==> src/design/pixel_format_swizzle_converter_top_macros.svh <==
// Assertion macros used by the pixel format converter top module.
// Each macro expects clk and rst to be visible where it is used.
`ifndef PIXEL_FORMAT_SWIZZLE_CONVERTER_TOP_MACROS_SVH
`define PIXEL_FORMAT_SWIZZLE_CONVERTER_TOP_MACROS_SVH

// Consequent must hold in the same cycle as the antecedent.
`define PFSC_ASSERT_SAME(name, ante, cons) \
  name: assert property (@(posedge clk) disable iff (rst) (ante) |-> (cons)) \
    else $error("pfsc assertion failed");

// Consequent must hold in the cycle after the antecedent.
`define PFSC_ASSERT_NEXT(name, ante, cons) \
  name: assert property (@(posedge clk) disable iff (rst) (ante) |=> (cons)) \
    else $error("pfsc assertion failed");

`endif

==> src/design/pfsc_pkg.sv <==
// Types, codes and helper functions for the pixel format converter.
// No dependencies; every other file of the block but the assertion macros header imports this package.
package pfsc_pkg;

  typedef enum logic [1:0] {
    SRC_R8       = 2'd0,
    SRC_RGB565   = 2'd1,
    SRC_RGB888   = 2'd2,
    SRC_RGBA8888 = 2'd3
  } src_fmt_t;

  typedef enum logic [1:0] {
    DST_RGB565   = 2'd0,
    DST_RGBA4444 = 2'd1,
    DST_RGBA8888 = 2'd2
  } dst_fmt_t;

  typedef enum logic [2:0] {
    SWZ_ZERO    = 3'd0,
    SWZ_ONE     = 3'd1,
    SWZ_RED     = 3'd2,
    SWZ_GREEN   = 3'd3,
    SWZ_BLUE    = 3'd4,
    SWZ_ALPHA   = 3'd5,
    SWZ_INV_RED = 3'd6
  } swz_t;

  typedef enum logic [2:0] {
    CFG_SRC_FORMAT    = 3'd0,
    CFG_DST_FORMAT    = 3'd1,
    CFG_SWIZZLE_RED   = 3'd2,
    CFG_SWIZZLE_GREEN = 3'd3,
    CFG_SWIZZLE_BLUE  = 3'd4,
    CFG_SWIZZLE_ALPHA = 3'd5
  } cfg_idx_t;

  // Full scale of a source component: 1, 31, 63 or 255.
  typedef enum logic [1:0] {
    SCL_ONE = 2'd0,
    SCL_31  = 2'd1,
    SCL_63  = 2'd2,
    SCL_255 = 2'd3
  } scale_t;

  localparam int unsigned CompW = 8;
  localparam int unsigned CfgW  = 3;
  localparam int unsigned PixW  = 32;

  // One output channel after swizzle: component, its full scale and the
  // destination full scale.
  typedef struct packed {
    logic [CompW-1:0] c;
    logic [CompW-1:0] d;
    scale_t           sel;
  } chan_t;

  // Stage advance strobes handed to the rescale lanes.
  typedef struct packed {
    logic adv2;
    logic adv3;
  } adv_t;

  function automatic logic [CompW-1:0] scale_value(input scale_t s);
    logic [CompW-1:0] v;
    case (s)
      SCL_ONE: v = 8'd1;
      SCL_31:  v = 8'd31;
      SCL_63:  v = 8'd63;
      SCL_255: v = 8'd255;
      default: v = 8'd1;
    endcase
    return v;
  endfunction

  function automatic logic [CompW-1:0] dst_max(input dst_fmt_t f, input logic [1:0] lane);
    logic [CompW-1:0] v;
    case (f)
      DST_RGB565: begin
        case (lane)
          2'd1:    v = 8'd63;
          2'd3:    v = 8'd1;
          default: v = 8'd31;
        endcase
      end
      DST_RGBA4444: v = 8'd15;
      DST_RGBA8888: v = 8'd255;
      default:      v = 8'd0;
    endcase
    return v;
  endfunction

endpackage

==> src/design/pfsc_in_if.sv <==
// Input channel of the pixel format converter: one source pixel per item.
// Uses the widths of pfsc_pkg.
interface pfsc_in_if;
  import pfsc_pkg::*;
  logic            valid;
  logic            ready;
  logic [PixW-1:0] src_pixel;
  logic            last_pixel;

  modport source(output valid, output src_pixel, output last_pixel, input ready);
  modport sink(input valid, input src_pixel, input last_pixel, output ready);
endinterface

==> src/design/pfsc_out_if.sv <==
// Output channel of the pixel format converter: one packed pixel per item.
// Uses the widths of pfsc_pkg.
interface pfsc_out_if;
  import pfsc_pkg::*;
  logic            valid;
  logic            ready;
  logic [PixW-1:0] dst_pixel;
  logic            last_out;

  modport source(output valid, output dst_pixel, output last_out, input ready);
  modport sink(input valid, input dst_pixel, input last_out, output ready);
endinterface

==> src/design/pfsc_unpack.sv <==
// First pipeline stage: unpacks the source pixel and applies the swizzle.
// Depends on pfsc_pkg.
module pfsc_unpack (
  input  logic                            clk,
  input  logic                            load,
  input  logic [pfsc_pkg::PixW-1:0]       px,
  input  pfsc_pkg::src_fmt_t              src_fmt,
  input  pfsc_pkg::dst_fmt_t              dst_fmt,
  input  pfsc_pkg::swz_t [3:0]            swz,
  output pfsc_pkg::chan_t [3:0]           chan
);
  import pfsc_pkg::*;

  logic [3:0][CompW-1:0] comp;
  scale_t [3:0]          scl;
  logic                  force_alpha;
  chan_t [3:0]           chan_next;

  always_comb begin
    force_alpha = 1'b0;
    case (src_fmt)
      SRC_R8: begin
        comp = {8'd0, 8'd0, 8'd0, px[7:0]};
        scl  = {SCL_ONE, SCL_ONE, SCL_ONE, SCL_255};
      end
      SRC_RGB565: begin
        comp = {8'd1, {3'd0, px[4:0]}, {2'd0, px[10:5]}, {3'd0, px[15:11]}};
        scl  = {SCL_ONE, SCL_31, SCL_63, SCL_31};
      end
      SRC_RGB888: begin
        comp        = {8'd1, px[23:16], px[15:8], px[7:0]};
        scl         = {SCL_ONE, SCL_255, SCL_255, SCL_255};
        force_alpha = 1'b1;
      end
      default: begin
        comp = px;
        scl  = {SCL_255, SCL_255, SCL_255, SCL_255};
      end
    endcase
  end

  // A constant channel is expressed as c over a scale of one, so every lane
  // runs the same rescale arithmetic.
  always_comb begin
    for (int i = 0; i < 4; i++) begin
      chan_next[i].d = dst_max(dst_fmt, 2'(i));
      case (swz[i])
        SWZ_ZERO: begin
          chan_next[i].c   = 8'd0;
          chan_next[i].sel = SCL_ONE;
        end
        SWZ_ONE: begin
          chan_next[i].c   = 8'd1;
          chan_next[i].sel = SCL_ONE;
        end
        SWZ_RED, SWZ_GREEN, SWZ_BLUE, SWZ_ALPHA: begin
          chan_next[i].c   = comp[2'(swz[i] - SWZ_RED)];
          chan_next[i].sel = scl[2'(swz[i] - SWZ_RED)];
        end
        SWZ_INV_RED: begin
          chan_next[i].c   = scale_value(scl[0]) - comp[0];
          chan_next[i].sel = scl[0];
        end
        default: begin
          chan_next[i].c   = 8'd0;
          chan_next[i].sel = SCL_ONE;
        end
      endcase
      if (force_alpha && i == 3) begin
        chan_next[i].c   = 8'd1;
        chan_next[i].sel = SCL_ONE;
      end
    end
  end

  always_ff @(posedge clk) begin
    if (load) begin
      chan <= chan_next;
    end
  end

endmodule

==> src/design/pfsc_lane.sv <==
// Rescale lane: floor(c*d/s) for s of 1, 31, 63 or 255, over two register
// stages and a final fold. Depends on pfsc_pkg.
module pfsc_lane (
  input  logic                   clk,
  input  pfsc_pkg::adv_t         adv,
  input  pfsc_pkg::chan_t        chan,
  output logic [pfsc_pkg::CompW-1:0] q
);
  import pfsc_pkg::*;

  logic [2*CompW-1:0] prod;
  scale_t             sel2;
  logic [CompW-1:0]   q1;
  logic [CompW-1:0]   q1_next;
  logic [8:0]         rem;
  logic [8:0]         rem_next;
  scale_t             sel3;
  logic [3:0]         q2;
  logic [8:0]         r2;
  logic               corr;

  always_ff @(posedge clk) begin
    if (adv.adv2) begin
      prod <= chan.c * chan.d;
      sel2 <= chan.sel;
    end
  end

  // Division by 2^k-1: take p>>k as a first quotient; the remainder is then
  // the low k bits plus that quotient, which is folded once more below.
  always_comb begin
    case (sel2)
      SCL_31: begin
        q1_next  = prod[12:5];
        rem_next = 9'(prod[4:0]) + 9'(q1_next);
      end
      SCL_63: begin
        q1_next  = prod[13:6];
        rem_next = 9'(prod[5:0]) + 9'(q1_next);
      end
      SCL_255: begin
        q1_next  = prod[15:8];
        rem_next = 9'(prod[7:0]) + 9'(q1_next);
      end
      default: begin
        q1_next  = prod[7:0];
        rem_next = 9'd0;
      end
    endcase
  end

  always_ff @(posedge clk) begin
    if (adv.adv3) begin
      q1   <= q1_next;
      rem  <= rem_next;
      sel3 <= sel2;
    end
  end

  // The second fold leaves a value below twice the divisor, so one compare
  // settles the last quotient bit.
  always_comb begin
    case (sel3)
      SCL_31: begin
        q2   = rem[8:5];
        r2   = 9'(rem[4:0]) + 9'(q2);
        corr = (r2 >= 9'd31);
      end
      SCL_63: begin
        q2   = {1'b0, rem[8:6]};
        r2   = 9'(rem[5:0]) + 9'(q2);
        corr = (r2 >= 9'd63);
      end
      SCL_255: begin
        q2   = {3'd0, rem[8]};
        r2   = 9'(rem[7:0]) + 9'(q2);
        corr = (r2 >= 9'd255);
      end
      default: begin
        q2   = 4'd0;
        r2   = 9'd0;
        corr = 1'b0;
      end
    endcase
    q = q1 + 8'(q2) + 8'(corr);
  end

endmodule

==> src/design/pixel_format_swizzle_converter_top.sv <==
// Pixel format converter with channel swizzle, four register stages deep.
// Accepts one item per cycle while the output is not stalled.
// Stages: unpack and swizzle, multiply, first fold, second fold and pack.
// Each stage holds its item until the next one frees, so stalls lose nothing.
// Reset (rst, synchronous): pipeline emptied, registers to RGBA8888 identity.
`include "pixel_format_swizzle_converter_top_macros.svh"
module pixel_format_swizzle_converter_top (
  input  logic                       clk,
  input  logic                       rst,
  pfsc_in_if.sink                    pix_in,
  pfsc_out_if.source                 pix_out,
  input  logic                       cfg_we,
  input  logic [pfsc_pkg::CfgW-1:0]  cfg_index,
  input  logic [pfsc_pkg::CfgW-1:0]  cfg_data
);
  import pfsc_pkg::*;

  src_fmt_t          src_format;
  dst_fmt_t          dst_format;
  swz_t [3:0]        swz;

  logic              v1, v2, v3, v4;
  logic              rdy1, rdy2, rdy3, rdy4;
  logic              last1, last2, last3, last4;
  dst_fmt_t          fmt1, fmt2, fmt3, fmt4;
  chan_t [3:0]       chan;
  adv_t              adv;
  logic [3:0][CompW-1:0] q;
  logic [PixW-1:0]   pix_next;
  logic [PixW-1:0]   pix4;

  // Configuration registers.
  always_ff @(posedge clk) begin
    if (rst) begin
      src_format <= SRC_RGBA8888;
      dst_format <= DST_RGBA8888;
      swz        <= {SWZ_ALPHA, SWZ_BLUE, SWZ_GREEN, SWZ_RED};
    end else if (cfg_we) begin
      case (cfg_idx_t'(cfg_index))
        CFG_SRC_FORMAT:    src_format <= src_fmt_t'(cfg_data[1:0]);
        CFG_DST_FORMAT:    dst_format <= dst_fmt_t'(cfg_data[1:0]);
        CFG_SWIZZLE_RED:   swz[0]     <= swz_t'(cfg_data);
        CFG_SWIZZLE_GREEN: swz[1]     <= swz_t'(cfg_data);
        CFG_SWIZZLE_BLUE:  swz[2]     <= swz_t'(cfg_data);
        CFG_SWIZZLE_ALPHA: swz[3]     <= swz_t'(cfg_data);
        default: ;
      endcase
    end
  end

  // A stage may load when it is empty or its item moves on this cycle.
  assign rdy4 = !v4 || pix_out.ready;
  assign rdy3 = !v3 || rdy4;
  assign rdy2 = !v2 || rdy3;
  assign rdy1 = !v1 || rdy2;
  assign pix_in.ready = rdy1;
  assign adv.adv2 = rdy2;
  assign adv.adv3 = rdy3;

  always_ff @(posedge clk) begin
    if (rst) begin
      v1 <= 1'b0;
      v2 <= 1'b0;
      v3 <= 1'b0;
      v4 <= 1'b0;
    end else begin
      if (rdy1) v1 <= pix_in.valid;
      if (rdy2) v2 <= v1;
      if (rdy3) v3 <= v2;
      if (rdy4) v4 <= v3;
    end
  end

  always_ff @(posedge clk) begin
    if (rdy1) begin
      last1 <= pix_in.last_pixel;
      fmt1  <= dst_format;
    end
    if (rdy2) begin
      last2 <= last1;
      fmt2  <= fmt1;
    end
    if (rdy3) begin
      last3 <= last2;
      fmt3  <= fmt2;
    end
    if (rdy4) begin
      last4 <= last3;
      fmt4  <= fmt3;
      pix4  <= pix_next;
    end
  end

  pfsc_unpack u_unpack (
    .clk     (clk),
    .load    (rdy1),
    .px      (pix_in.src_pixel),
    .src_fmt (src_format),
    .dst_fmt (dst_format),
    .swz     (swz),
    .chan    (chan)
  );

  for (genvar i = 0; i < 4; i++) begin : g_lane
    pfsc_lane u_lane (
      .clk  (clk),
      .adv  (adv),
      .chan (chan[i]),
      .q    (q[i])
    );
  end

  always_comb begin
    case (fmt3)
      DST_RGB565:   pix_next = {16'd0, q[0][4:0], q[1][5:0], q[2][4:0]};
      DST_RGBA4444: pix_next = {16'd0, q[0][3:0], q[1][3:0], q[2][3:0], q[3][3:0]};
      DST_RGBA8888: pix_next = {q[0], q[1], q[2], q[3]};
      default:      pix_next = '0;
    endcase
  end

  assign pix_out.valid     = v4;
  assign pix_out.dst_pixel = pix4;
  assign pix_out.last_out  = last4;

  `PFSC_ASSERT_SAME(a_empty_front_ready, !v1, pix_in.ready)
  `PFSC_ASSERT_NEXT(a_accept_fills_front, pix_in.valid && pix_in.ready, v1)
  `PFSC_ASSERT_NEXT(a_dst_format_write,
                    cfg_we && cfg_index == CFG_DST_FORMAT,
                    dst_format == $past(cfg_data[1:0]))
  `PFSC_ASSERT_SAME(a_short_format_high_zero,
                    v4 && (fmt4 == DST_RGB565 || fmt4 == DST_RGBA4444),
                    pix_out.dst_pixel[31:16] == 16'd0)

endmodule
==> src/flat_wrapper.sv <==
// flat-port wrapper written by rule: the top's interface ports become plain ports
module pixel_format_swizzle_converter_top_flat import pfsc_pkg::*;
  (clk, rst, cfg_we, cfg_index, cfg_data, pix_in_valid, pix_in_src_pixel, pix_in_last_pixel, pix_in_ready, pix_out_valid, pix_out_dst_pixel, pix_out_last_out, pix_out_ready);
  pfsc_in_if pix_in_i ();
  pfsc_out_if pix_out_i ();
  input  logic clk;
  input  logic rst;
  input  logic cfg_we;
  input  logic [pfsc_pkg::CfgW-1:0] cfg_index;
  input  logic [pfsc_pkg::CfgW-1:0] cfg_data;
  input wire logic [$bits(pix_in_i.valid)-1:0] pix_in_valid;
  input wire logic [$bits(pix_in_i.src_pixel)-1:0] pix_in_src_pixel;
  input wire logic [$bits(pix_in_i.last_pixel)-1:0] pix_in_last_pixel;
  output wire logic [$bits(pix_in_i.ready)-1:0] pix_in_ready;
  output wire logic [$bits(pix_out_i.valid)-1:0] pix_out_valid;
  output wire logic [$bits(pix_out_i.dst_pixel)-1:0] pix_out_dst_pixel;
  output wire logic [$bits(pix_out_i.last_out)-1:0] pix_out_last_out;
  input wire logic [$bits(pix_out_i.ready)-1:0] pix_out_ready;
  assign pix_in_i.valid = pix_in_valid;
  assign pix_in_i.src_pixel = pix_in_src_pixel;
  assign pix_in_i.last_pixel = pix_in_last_pixel;
  assign pix_in_ready = pix_in_i.ready;
  assign pix_out_valid = pix_out_i.valid;
  assign pix_out_dst_pixel = pix_out_i.dst_pixel;
  assign pix_out_last_out = pix_out_i.last_out;
  assign pix_out_i.ready = pix_out_ready;
  pixel_format_swizzle_converter_top u_core (.clk(clk), .rst(rst), .pix_in(pix_in_i), .pix_out(pix_out_i), .cfg_we(cfg_we), .cfg_index(cfg_index), .cfg_data(cfg_data));
endmodule
==> config.mk <==
export PLATFORM = sky130hd
export DESIGN_NAME = pixel_format_swizzle_converter_top_flat
export DESIGN_NICKNAME = d
export VERILOG_FILES = /design/src/design/pfsc_pkg.sv /design/src/design/pfsc_in_if.sv /design/src/design/pfsc_out_if.sv /design/src/design/pfsc_unpack.sv /design/src/design/pfsc_lane.sv /design/src/design/pixel_format_swizzle_converter_top.sv /design/src/flat_wrapper.sv
export VERILOG_INCLUDE_DIRS = /design/src /design/src/design
export SDC_FILE = /design/constraint.sdc
export NUM_CORES = 1
export LEC_CHECK = 0
export ABC_CLOCK_PERIOD_IN_PS = 12200
export BUFFER_PORTS_ARGS = -buffer_cell sky130_fd_sc_hd__clkbuf_2
export CAP_MARGIN = 10
export CELL_PAD_IN_SITES_DETAIL_PLACEMENT = 0
export CELL_PAD_IN_SITES_GLOBAL_PLACEMENT = 1
export CORE_UTILIZATION = 57
export CTS_BUF_LIST = sky130_fd_sc_hd__clkbuf_4
export CTS_CLUSTER_DIAMETER = 60
export DETAILED_ROUTE_END_ITERATION = 6
export GPL_TIMING_DRIVEN = 0
export PLACE_DENSITY_LB_ADDON = 0.1
export REMOVE_ABC_BUFFERS = 1
export SYNTH_ARGS = -nofsm -noshare
export SYNTH_HDL_FRONTEND = slang
export SYNTH_HIERARCHICAL = 1
export SYNTH_SLANG_ARGS = --single-unit
==> constraint.sdc <==
create_clock -name clk -period 12.2 [get_ports clk]
set_input_delay 1.22 -clock clk [delete_from_list [all_inputs] [get_ports clk]]
set_output_delay 1.22 -clock clk [all_outputs]
set_load 0.01 [all_outputs]
==> impl_metrics.toml <==
[yosys]
synthXorXnorAreaFrac = 0.03782
synth_compound_area_frac = 0.1633
synth_fa_ha_area_frac = 0.2573
seq_area_frac_synth = 0.2751
synthArstFlopShare = 0
synth-edff-count = 234
synth_top_family_by_area = "adder cells"
yosys-top-cells-count = "294 x inv_1, 280 x ha_1, 250 x and2_1"
synth.avg_cell_area_sq_um = 10.00
muxShareOfSynthArea = 0.05122
synth_flop_cell = "edfxtp_1"
synth.most_common_cell = "inv_1"
synth_top_area_frac = 0.2603
synth_area_sq_mm = 0.02699
syn_inst = 2699
ys.warnings.count = 6
ys_seq_elements = 254
synthDistinctLibCells = 109
yosysTopAreaCell = "edfxtp_1"
yosys.area_share.simple = 0.1536
ys_top_cells_by_area = "edfxtp_1 26%, ha_1 13%, fa_1 13%"

[outcome]
status = "finished, violations left"
violations = "design-rule violations"

[timing]
finalHoldViolCount = 0
timing.slew.headroom = 0.1393
worst_pin_slew_ns = 1.291
rsz0062_at_grt = "no"
finalMaxSlewViolations = 0
fin_skew_ns = 0.03894
min_period_over_period = 0.4549
period_needed_ns = 5.549
setup_viol = 0
setup_slack_ns = 6.651
fmax_mhz = 180.2
setup_tns_ns = 0

[drt]
vias = 20280
via_per_inst = 5.944
ant_nets = 0
drc_errors = 18
drt_iter0_drc = 1296
wl_per_cell_microns = 18.01
totalWireLength_microns = 61460
first_pass_iters = 7

[setup_path]
worstPathCellList = "buf_16 -> buf_16 -> and2_1 -> fa_1 -> inv_1 -> fa_1 -> inv_1 -> fa_1 -> inv_1 -> fa_1 -> inv_1 -> ha_1 -> o21ai_0 -> a21o_2 -> a21boi_1 -> a221o_1 -> a2111oi_2"
worstSetupPathType = "flip-flop to flip-flop"
endpoint_kind = "flip-flop"
critical_path.slowest_cell = "edfxtp_1"
worstSetupStartpointType = "flip-flop"
rr_endpoint = "u_core/g_lane[1].u_lane/prod[15]"
reg2reg_depth = 17
critPathRequiredTime_ns = 12.72
r2r-start = "u_core/u_unpack/chan[23]"
critPathCapture = "u_core/g_lane[1].u_lane/prod[15]"
crit_arrival_ns = 6.07
r2r_slack_ns = 6.65
critPathLaunch = "u_core/u_unpack/chan[23]"
crit_fanout = 42
max_stage_delay_ns = 0.75

[layout]
fillers = 4007
area_growth_pct = 6.433
drive_gt1_frac = 0.1006
nets = 3262

[cts]
root_buffer = "clkbuf_4"
clock_latency_ns = 0.76
cts_made_buffers = 72
hold_buffers = 0
cts_setup_buffers = 0
cts_sinks = 254
cts_tree = "done"
clkTransAtPathRegs_ns = 0.06
post_cts_resized = 0
clk_path_buf_depth = 3
ctsHtreeMaxLevel = 3

[worst_hold_path]
hold_class = "flip-flop to flip-flop"

[placement]
port_buffers = 78
pre_cts_ws_ns = 6.656
place.gp.congestion = 0.9368
hpwl_microns = 47230

[global_route]
antenna_found_initial = 2
grt_pass1_wl_microns = 100300
overflow = 0
grt_usage = 0.2605
grt_pass1_vias = 20036
grt_max_degree = 49

[floorplanning]
core-area_sq_mm = 0.04665
fp.dieW_microns = 219.6
die_h_microns = 219.6
dieArea_sq_mm = 0.04823
start_util = 0.5786
ios = 79
num_rows = 79

[run]
drv_cap = 0
==> cell usage in the layout (no fill, tap or decap), types with 11 or more instances in the layout <==
cell	count
nor3_1	26
a31oi_1	19
xor2_1	42
xnor2_1	72
nor2b_1	45
a22o_1	31
nand2_1	137
o22ai_1	22
inv_1	294
a211o_1	11
a21oi_1	115
o221ai_1	11
clkinv_1	13
mux4_2	32
mux2_2	17
o211ai_1	26
o21a_1	15
o21bai_1	14
and3_1	16
a211oi_1	36
edfxtp_1	234
o21ai_1	16
fa_1	172
and2_1	250
ha_1	280
dfxtp_1	20
nor2_1	125
o2bb2ai_1	17
clkbuf_2	78
a21o_1	47
nand2b_1	41
o21ai_0	114
nand3_1	43
a22oi_1	23
clkbuf_4	89
mux2i_1	47
nand3b_1	12
nand4_1	11
==> per-stage QoR <==
stage	hold slack [ns]	cell area, sq um	cells	utilization
2_1_floorplan	0.4003	26450	2599	-
3_3_place_gp	0.4018	27600	3284	0.5915
3_5_place_dp	0.4045	27870	3298	0.5973
4_1_cts	0.4018	28720	3410	0.6156
5_1_grt	0.4075	28730	3412	0.6158
6_report	0.3966	28730	3412	0.6158
==> critical path, delay by kind of cell (launching register included) <==
family / cells / cell delay [ns]
adders and majority gates: 5 / 2.36
AOI/OAI and AO/OA: 5 / 1.33
DFF: 1 / 0.75
buffers and inverters: 6 / 0.71
and+or+nand+nor: 1 / 0.16
==> worst min-delay path by stage <==
stage / start / end / cells past startpoint
after floorplan: u_core/fmt1[0] / u_core/fmt2[0] / 0
after global placement: u_core/fmt2[0] / u_core/fmt3[0] / 0
after detailed placement: u_core/last3 / u_core/pix_out.last_out / 0
after CTS: u_core/last3 / u_core/pix_out.last_out / 0
after global routing: u_core/last3 / u_core/pix_out.last_out / 0
final: u_core/last3 / u_core/pix_out.last_out / 0
==> layout make-up <==
class,count,area [sq um],area share
Clock inverter,23,186.4,0.006489
Inverter,297,1115,0.03880
Multi-Input combinational cell,2048,17910,0.6232
Timing Repair Buffer,93,666.9,0.02321
Tap cell,607,759.5,0.02643
Sequential cell,254,7427,0.2585
Clock buffer,89,668.1,0.02325
Antenna cell,1,2.502,0.00008710
==> cell families (layout without fill, tap and decap cells) <==
kind of cell,after synthesis,in the layout
DFF,254,254
adders and majority gates,452,452
muxes,96,96
AOI/OAI and AO/OA,625,625
xor gates and xnor gates,115,115
and+or+nand+nor,760,760
other,0,1
buffers and inverters,397,502
==> layer usage <==
metal / vias up / GRT usage / routed length [microns]
li1: 9805 / - / -
met1: 9787 / 0.3559 / 28090
met2: 568 / 0.4177 / 28420
met3: 118 / 0.04155 / 3278
met4: 2 / 0.09701 / 1661
met5: - / 0 / 12
==> state kept, by name (all words and copies together) (netlist names), 8 cells and up <==
| register | cells |
|---|---|
| u_core/g_lane.u_lane/rem | 36 |
| u_core/g_lane.u_lane/sel2 | 8 |
| u_core/g_lane.u_lane/q1 | 32 |
| u_core/g_lane.u_lane/sel3 | 8 |
| u_core/pix_out.dst_pixel | 32 |
| u_core/u_unpack/chan | 44 |
| u_core/swz | 12 |
| u_core/g_lane.u_lane/prod | 64 |
Power is not shown: default switching activity piles up to over one toggle a cycle in this logic, so the estimate is an artifact.
